--- src/assert_macros.svh ---
// Assertion macros shared by the RTL of the ADC scan averager.
// Depends on nothing; the SYNTH define turns every macro into an empty body.
`ifndef ASSERT_MACROS_SVH
`define ASSERT_MACROS_SVH

`ifndef SYNTH
// Property must hold at every clock edge outside reset.
`define ASSERT_AT(label, clk, rst_n, prop, msg) \
  label: assert property (@(posedge clk) disable iff (!rst_n) (prop)) else $error(msg);
// Condition must never be seen at a clock edge outside reset.
`define ASSERT_NEVER_AT(label, clk, rst_n, cond, msg) \
  label: assert property (@(posedge clk) disable iff (!rst_n) !(cond)) else $error(msg);
`else
`define ASSERT_AT(label, clk, rst_n, prop, msg)
`define ASSERT_NEVER_AT(label, clk, rst_n, cond, msg)
`endif

`endif

--- src/asa_pkg.sv ---
`timescale 1ns / 1ps
// Package of the ADC scan averager: field widths, channel codes and scan order.
// Depends on nothing.
package asa_pkg;

  localparam int unsigned SAMPLE_W = 8;
  localparam int unsigned CHAN_W   = 3;
  localparam int unsigned READINGS_PER_AVERAGE_DEF = 4;

  localparam logic [CHAN_W-1:0] CH_0 = 3'd0;
  localparam logic [CHAN_W-1:0] CH_1 = 3'd1;
  localparam logic [CHAN_W-1:0] CH_2 = 3'd2;
  localparam logic [CHAN_W-1:0] CH_3 = 3'd3;
  localparam logic [CHAN_W-1:0] CH_4 = 3'd4;
  localparam logic [CHAN_W-1:0] CH_5 = 3'd5;
  localparam logic [CHAN_W-1:0] CH_6 = 3'd6;
  localparam logic [CHAN_W-1:0] CH_7 = 3'd7;

  typedef struct packed {
    logic              stored;  // channel keeps an average
    logic [CHAN_W-1:0] next;    // channel that follows in the scan
  } scan_step_t;

  // Scan order 0,1,2,3,6,7,0. Channels 4 and 5 are not scanned and return to 0.
  function automatic scan_step_t scan_next(input logic [CHAN_W-1:0] ch);
    scan_step_t step;
    step.stored = 1'b1;
    unique case (ch)
      CH_0: step.next = CH_1;
      CH_1: step.next = CH_2;
      CH_2: step.next = CH_3;
      CH_3: step.next = CH_6;
      CH_6: step.next = CH_7;
      CH_7: step.next = CH_0;
      default: begin
        step.stored = 1'b0;
        step.next   = CH_0;
      end
    endcase
    return step;
  endfunction

endpackage

--- src/adc_scan_averager.sv ---
`timescale 1ns / 1ps
// Top level of the ADC scan averager: accumulator, scan sequencer, result register.
// Depends on asa_pkg and assert_macros.svh.
//
// Usage:
// The input channel carries one converter reading per item (sample_i) under
// in_valid_i / in_stall_o. The output channel gives exactly one result item per
// input item under out_valid_o / out_stall_i: the mux channel to convert next,
// and, when a scan cycle closes on a stored channel, that channel's average.
// A cycle sums READINGS_PER_AVERAGE readings; the reading after them closes the
// cycle, is discarded, and releases sum / READINGS_PER_AVERAGE (truncated).
// Channels 4 and 5 close without an average and jump to channel 0.
// A result is registered: an item taken at one edge shows its result after it.
// Throughput is one item per cycle while out_stall_i is low; all work sits between
// the input handshake and the single result register, and the division is a
// constant reciprocal multiply feeding that register.
// When the receiver stalls, the result register holds; a new item is still
// taken in the cycle the held result leaves, so in_stall_o is high only while
// a result waits and out_stall_i is high.
// Reset clears count and sum and selects channel 0. A write on cfg_we_i loads
// cfg_data_i as the current channel at once; count and sum are kept.
`include "assert_macros.svh"

module adc_scan_averager import asa_pkg::*; #(
  parameter int unsigned READINGS_PER_AVERAGE = READINGS_PER_AVERAGE_DEF
) (
  input  logic                clk_i,
  input  logic                rst_ni,
  // Configuration: start channel
  input  logic                cfg_we_i,
  input  logic [CHAN_W-1:0]   cfg_data_i,
  // Input items
  input  logic                in_valid_i,
  output logic                in_stall_o,
  input  logic [SAMPLE_W-1:0] sample_i,
  // Result items
  output logic                out_valid_o,
  input  logic                out_stall_i,
  output logic [CHAN_W-1:0]   next_channel_o,
  output logic                average_valid_o,
  output logic [CHAN_W-1:0]   average_channel_o,
  output logic [SAMPLE_W-1:0] average_value_o
);

  // Count runs 0, 2, 3, .. N+1; the item seen at N+1 closes the cycle.
  localparam int unsigned END_COUNT = READINGS_PER_AVERAGE + 1;
  localparam int unsigned CNT_W     = $clog2(END_COUNT + 1);
  localparam int unsigned SUM_W     = $clog2(READINGS_PER_AVERAGE * 255 + 1);
  // Reciprocal with enough fraction bits that floor(sum * RECIP >> SHIFT)
  // equals sum / N exactly for every sum below 2**SUM_W.
  localparam int unsigned SHIFT     = SUM_W + 2 * $clog2(READINGS_PER_AVERAGE + 1);
  localparam int unsigned PROD_W    = SUM_W + SHIFT + 1;
  localparam logic [PROD_W-1:0] RECIP =
    PROD_W'(((64'd1 << SHIFT) + 64'(READINGS_PER_AVERAGE) - 64'd1)
            / 64'(READINGS_PER_AVERAGE));
  localparam logic [CNT_W-1:0] CNT_FIRST = CNT_W'(2);
  localparam logic [CNT_W-1:0] CNT_END   = CNT_W'(END_COUNT);

  logic [CNT_W-1:0]    count_q, count_d;
  logic [SUM_W-1:0]    sum_q, sum_d;
  logic [CHAN_W-1:0]   chan_q, chan_d;
  logic                out_valid_q;
  logic [CHAN_W-1:0]   next_chan_q, next_chan_d;
  logic                avg_valid_q, avg_valid_d;
  logic [CHAN_W-1:0]   avg_chan_q, avg_chan_d;
  logic [SAMPLE_W-1:0] avg_value_q, avg_value_d;

  logic                accept;
  logic                cycle_start;
  logic                cycle_end;
  scan_step_t          step;
  logic [PROD_W-1:0]   prod;

  // The result register frees up in the same cycle its item leaves.
  assign in_stall_o = out_valid_q & out_stall_i;
  assign accept     = in_valid_i & ~in_stall_o;

  assign cycle_start = (count_q == '0);
  assign cycle_end   = (count_q == CNT_END);
  assign step        = scan_next(chan_q);
  assign prod        = PROD_W'(sum_q) * RECIP;

  always_comb begin
    count_d     = count_q;
    sum_d       = sum_q;
    chan_d      = chan_q;
    next_chan_d = next_chan_q;
    avg_valid_d = avg_valid_q;
    avg_chan_d  = avg_chan_q;
    avg_value_d = avg_value_q;
    if (accept) begin
      avg_valid_d = 1'b0;
      avg_chan_d  = CH_0;
      avg_value_d = '0;
      priority if (cycle_start) begin
        // The first reading of a cycle replaces the old sum.
        sum_d   = SUM_W'(sample_i);
        count_d = CNT_FIRST;
      end else if (cycle_end) begin
        // The closing reading is dropped; the average leaves with its channel.
        count_d = '0;
        chan_d  = step.next;
        if (step.stored) begin
          avg_valid_d = 1'b1;
          avg_chan_d  = chan_q;
          avg_value_d = prod[SHIFT +: SAMPLE_W];
        end
      end else begin
        sum_d   = sum_q + SUM_W'(sample_i);
        count_d = count_q + CNT_W'(1);
      end
      next_chan_d = chan_d;
    end
    if (cfg_we_i) begin
      chan_d = cfg_data_i;
    end
  end

  always_ff @(posedge clk_i or negedge rst_ni) begin
    if (!rst_ni) begin
      count_q     <= '0;
      sum_q       <= '0;
      chan_q      <= CH_0;
      out_valid_q <= 1'b0;
    end else begin
      count_q <= count_d;
      sum_q   <= sum_d;
      chan_q  <= chan_d;
      if (accept) begin
        out_valid_q <= 1'b1;
      end else if (!out_stall_i) begin
        out_valid_q <= 1'b0;
      end
    end
  end

  always_ff @(posedge clk_i) begin
    next_chan_q <= next_chan_d;
    avg_valid_q <= avg_valid_d;
    avg_chan_q  <= avg_chan_d;
    avg_value_q <= avg_value_d;
  end

  assign out_valid_o       = out_valid_q;
  assign next_channel_o    = next_chan_q;
  assign average_valid_o   = avg_valid_q;
  assign average_channel_o = avg_chan_q;
  assign average_value_o   = avg_value_q;

  // The count never leaves its range 0 .. N+1.
  `ASSERT_AT(a_count_range, clk_i, rst_ni, count_q <= CNT_END, "scan count out of range")
  // A closing item always restarts the cycle.
  `ASSERT_AT(a_close_restarts, clk_i, rst_ni,
    (accept && cycle_end && !cfg_we_i) |=> (count_q == '0), "cycle did not restart")
  // Channels 4 and 5 never report an average.
  `ASSERT_NEVER_AT(a_no_skip_avg, clk_i, rst_ni,
    out_valid_q && avg_valid_q && (avg_chan_q == CH_4 || avg_chan_q == CH_5),
    "average reported for an unscanned channel")
  // A result without an average carries zero channel and value.
  `ASSERT_AT(a_empty_result, clk_i, rst_ni,
    (out_valid_q && !avg_valid_q) |-> (avg_chan_q == CH_0 && avg_value_q == '0),
    "empty result carries data")

endmodule

--- config.mk ---
export PLATFORM = sky130hd
export DESIGN_NAME = adc_scan_averager
export DESIGN_NICKNAME = d
export VERILOG_FILES = /design/src/asa_pkg.sv /design/src/adc_scan_averager.sv
export VERILOG_INCLUDE_DIRS = /design/src /design/src/src
export SDC_FILE = /design/constraint.sdc
export NUM_CORES = 1
export LEC_CHECK = 0
export BUFFER_PORTS_ARGS = -buffer_cell sky130_fd_sc_hd__buf_2
export CORE_AREA = 2 2 87 47
export CTS_CLUSTER_DIAMETER = 120
export DETAILED_ROUTE_END_ITERATION = 10
export DIE_AREA = 0 0 89 49
export PLACE_DENSITY = 0.7
export SETUP_SLACK_MARGIN = 0.15
export SLEW_MARGIN = 25
export SYNTH_ARGS = -nofsm -noshare
export SYNTH_HDL_FRONTEND = slang
export SYNTH_SLANG_ARGS = --single-unit
--- constraint.sdc ---
create_clock -name clk_i -period 2.91 [get_ports clk_i]
set_clock_uncertainty 0.05 [all_clocks]
set_input_delay 0.1455 -clock clk_i [delete_from_list [all_inputs] [get_ports clk_i]]
set_output_delay 0.1455 -clock clk_i [all_outputs]
set_load 0.02 [all_outputs]
---- Word level (Yosys, flattened, before mapping) ----
Index checks and enable logic that the tools add are counted.
word-level totals
  flip-flop bits (word level) ............. 32
  word-level logic and storage cells ...... 43
operators by class
  equal/unequal tests ..................... 8
  add/sub/neg operators ................... 2
  muxes and demuxes ....................... 13
  bitwise logic cells ..................... 5
  reductions and logical operators ........ 7
operators by type and width
  operator                                                               count
  10-bit 2-to-1 mux                                                      2
  3-bit 2-to-1 mux                                                       6
  3-bit case mux with 5 select lines                                     1
  10-bit by 8-bit adder with 10-bit output                               1
  3-bit equality test, second input constant                             3
  3-bit by 2-bit equality test with 1-bit output, second input constant  2
  3-bit logical NOT                                                      2
  6-bit OR reduction                                                     1
  1-bit 2-to-1 mux                                                       4
  3-bit by 1-bit adder with 3-bit output, second input constant          1
  3-bit by 1-bit equality test with 1-bit output, second input constant  1
  1-bit NOT                                                              3
  3-bit OR reduction                                                     1
  1-bit AND                                                              2
  2-bit by 1-bit != test with 1-bit output, second input constant        1
  2-bit != test, second input constant                                   1
  2-bit AND reduction                                                    1
  2-bit nonzero test                                                     1
  2-bit OR reduction                                                     1

---- Depth between registers and ports, before layout ----
  word-level depth ........................ 6
  depth in mapped cells ................... 7
  mapped depth without buffers ............ 7

---- Worst setup path before layout ----
Ideal clock, no wire load.
  kind .................................... register -> register
  from .................................... reg sum_q[0]
  to ...................................... reg sum_q[6]
  stages on the path, launching flop included .. 8
  period minus slack after synthesis ...... 1.973 ns
  data arrival time ....................... 1.823 ns
  slack ................................... 0.937 ns
  path buffers ............................ 0
  library setup time ...................... 0.099 ns
  cells stage by stage .................... dfrtp_1 ha_1 fa_1 a211oi_2 o21bai_2 a21oi_1 xor2_1 a311oi_1
on the way
  longest elaborated chain between the ends .. 3
RTL lines
  item                                      RTL line                  text
  from (decl)                               adc_scan_averager.sv:60   logic [SUM_W-1:0] sum_q, sum_d;
  from (signal assigned)                    adc_scan_averager.sv:127  sum_q <= sum_d;
  10-bit by 8-bit adder with 10-bit output  adc_scan_averager.sv:109  sum_d = sum_q + SUM_W'(sample_i);
  10-bit 2-to-1 mux                         adc_scan_averager.sv:99   end else if (cycle_end) begin
  10-bit 2-to-1 mux                         adc_scan_averager.sv:95   priority if (cycle_start) begin
Every way passes these cells. The select of a mux whose other input is x is not followed.
A chain may end at the register's enable or synchronous reset.

---- Worst setup path after layout ----
Same ends and word-level chain as after synthesis.

==> run summary <==
For the post-layout instance area, the log shows 2040 sq um. After the first detailed-routing iteration, the DRC count stood at 111. In this run the mean area of a mapped cell was 10.5 sq um. In this design, the stage delay of the slowest critical-path cell is 440 ps. The proportion of layout cells with a drive suffix above 1 was 24.0%. Post-synth net total: 186.

TritonCTS built the clock tree. The kind of cell with the highest combined delay on the critical path was compound AO/OA/AOI/OAI gates. The die covers 4360 sq um. Counting the buffers created by CTS gives 5.

Across the VDD grid, the largest voltage drop is 0.000391 V. The run gives 0.890 nW as the leakage power. For this block, the via count after detailed routing is 1376.

Of the total power, registers draw 37.0%. For the pin with the worst max-slew slack, the measured transition is 915 ps. Pin placement for this block handled 33 I/O pins. The flow ran to the end, and the final reports show no timing, DRC or antenna violations. Counting distinct cell types in the post-synthesis netlist gives 45. The relative max-transition margin is 39.0%. The tools report the effective utilization at floorplan as 46.0%. The synthesized instance count was 161; the via count of the first global-routing pass was 1364. After clock tree synthesis, the clock-pin slew on the worst setup and hold paths is 70 ps. The commonest cells after synthesis are sky130_fd_sc_hd__nand2_1 (21), sky130_fd_sc_hd__dfrtp_1 (17), sky130_fd_sc_hd__edfxtp_1 (15). At the later pin of the worst-skew pair, clock insertion delay measures 290 ps. The initialized floorplan defines 16 standard-cell rows. The run gives 777 ps as the smallest setup slack after layout.

The biggest area contributor in the post-synthesis netlist is sky130_fd_sc_hd__edfxtp_1. For the aggregate global-route resource usage, the log shows 20.1%. The logs give 0 for the antenna diode count and 0 for the count of final hold-check violations.

Using the TritonRoute via totals, the vias-per-cell ratio works out to 5.42. At the worst endpoint, the required time is 3050 ps. In this run the tool buffered the top-level ports with 32 buffer cells.

The signal on the critical path passes through ha_1, fa_1, a211oi_2, o21bai_2, a21oi_1, xor2_1, a311oi_1. For this run the aggregate overflow at the end of global routing stands at 0. The number of pins exceeding their max-slew limit in the final report is 0, and the total negative slack for setup checks is 0 ps.

In the post-synthesis netlist, the biggest area contributors are sky130_fd_sc_hd__edfxtp_1 (27%), sky130_fd_sc_hd__dfrtp_1 (25%), sky130_fd_sc_hd__ha_1 (5.9%). The hold-fix buffer count after cts is 1, and the data arrival time of the critical path is 2270 ps. The endpoint type of the worst setup path is a flop. The count of instances resized after the clock tree is built was 0; the post-detailed-route wirelength per cell was 15.1 um. The worst setup path is of the reg2reg kind. Commonest register cell after synthesis: sky130_fd_sc_hd__dfrtp_1. Setup repair after global routing left no endpoint under its margin.

The H-tree was split into 2 levels. In this run the clock root is driven by a sky130_fd_sc_hd__clkbuf_8. The fraction of synthesized cell area taken by the top area cell type was 26.6%; the share of total power consumed by net switching was 38.2%. The achievable frequency was 469 MHz. The classification of the worst-slack hold path is in2reg. Dividing total power by cell area gives a power density of 922 nW/um^2.

In this run the cell area measured after placement is 1910 sq um. Cell internal power was estimated by the tool at 1.16 mW. After detailed routing, the number of remaining DRC violations is 0.

In this run the cell area of the synthesized design comes to 1690 sq um. The logs give 0 for the number of antenna-violating nets in the routed design and 3.84 mm for the routed wire length. Among all stages on the critical path, the largest delay is contributed by sky130_fd_sc_hd__fa_1.

The die outline width came out at 89 um. Of the available clock period, the critical path in the final layout requires 73.3%. For the number of antenna violations at the first check in global routing, the log shows 0.

The global placement routability congestion came out at 0.889. Of all flip-flops after synthesis, the portion carrying an async set or reset was 53.1%. The tools report the element type at the critical path start as a flop. No sink is reached through more buffers than the 2 on the longest clock path. The first global-routing pass estimated 6.59 mm of wire. Setup violations remaining at the end of the flow were counted as 0. The logs give 717 uW for the switching power of the nets and 4 for the first-pass iteration count of the detailed router. After layout, the minimum clock period comes to 2130 ps. The number of flops mapped to enable cells by yosys was 15; the number of nets in the finished design was 224. The dominant cell by count in the synthesized netlist was sky130_fd_sc_hd__nand2_1.

The detailed-placement wirelength estimate was 2.87 mm. Before CTS, the worst setup slack after placement is 784 ps. Measured along the y axis, the die boundary spans 49 um. The largest fanout on the critical path was 3; the overall power consumption was 1.88 mW.

For the total of warnings raised by yosys, the log shows 0. Combinational logic burns 40.3% of the power. For the sink count of the clock tree, the log shows 32.

In this run the standard cell core region covers 3680 sq um. In this run, synthesis produced a sequential element count of 32. Together, buffers and inverters on the worst path number 0.

The clock network accounts for 22.7% of the total power. The growth of design area from synthesis to finish works out to 20.3%. The count of buffers added by post-CTS timing repair for setup was 0. The share of the Yosys chip area taken by registers is 51.7%.

The pin count of the biggest net entering global routing was 22. The tool flagged a number of max-cap violations equal to 0.
==> power groups by stage <==
stage	clock, mW	sequential (mW)	combinational, mW
final	0.426	0.693	0.756
after global routing	0.452	0.714	0.853
after CTS	0.432	0.693	0.750
after detailed placement	0	0.700	0.748
after global placement	0	0.692	0.717
after floorplan	0	0.691	0.553
==> path summary, 6_finish.rpt <==
kind,start,to,slack [ps],cells past startpoint
min,in_valid_i,out_valid_o,10,2
max reg2reg,sum_q[0],sum_q[6],780,7
max,sum_q[0],sum_q[6],780,7
min in group asynchronous,rst_ni,chan_q[1],260,2
min reg2reg,sum_q[7],sum_q[7],470,2
max in group asynchronous,rst_ni,sum_q[1],2260,2
==> metal layers <==
layer	share of wire, %	vias to the layer above	global-route usage, %
met3	6.7	5	5.25
met5	0	-	0
met1	50	655	30.3
met2	43	53	28.4
li1	-	663	-
met4	0.81	0	6.22
==> sequential cells by signal, indices dropped and copies added, names as in the netlist <==
| signal | count |
|---|---|
| chan_q | 3 |
| sum_q | 10 |
| next_channel_o | 3 |
| average_value_o | 8 |
| out_valid_o | 1 |
| count_q | 3 |
| average_valid_o | 1 |
| average_channel_o | 3 |
==> logic make-up (layout without fill, tap and decap cells) <==
| group | after synthesis | in the layout | synth area share [%] |
|---|---|---|---|
| mux | 4 | 4 | 2.44 |
| xor+xnor | 5 | 5 | 2.59 |
| flops | 32 | 32 | 51.7 |
| buf+inv | 6 | 45 | 1.48 |
| compound gates | 40 | 40 | 15.5 |
| fa+ha+maj | 9 | 9 | 7.10 |
| simple gates | 65 | 65 | 19.1 |
==> cells in the final DEF, fill, tap and decap left out, drive strengths merged, types with 3 or more instances in the layout <==
master / instances
ha: 8
nor2: 10
dfrtp: 17
clkbuf: 5
o21ai: 9
buf: 33
nand3: 4
and2: 10
mux2i: 3
a21oi: 12
nand2: 21
inv: 3
edfxtp: 15
xnor2: 4
nor3: 6
nand2b: 3
o31ai: 5
==> through the flow <==
stage / instances / utilization [%] / hold slack, ps
after global routing: 254 / 55.3 / 29.3
after CTS: 254 / 55.3 / 8.19
final: 254 / 55.3 / 13.8
after detailed placement: 245 / 52.0 / 52.1
after global placement: 245 / 52.0 / 48.4
after floorplan: 161 / - / -200
==> area by class of cell <==
class	instances	area [sq um]
fillers	352	1650
flip-flops and latches	32	876
multi-input cells	123	792
repair buffers	34	178
clock buffers	5	68.8
well taps	54	67.6
clock inverters	3	42.5
inverters	3	11.3
No activity file was read; power rests on OpenSTA's default activity.
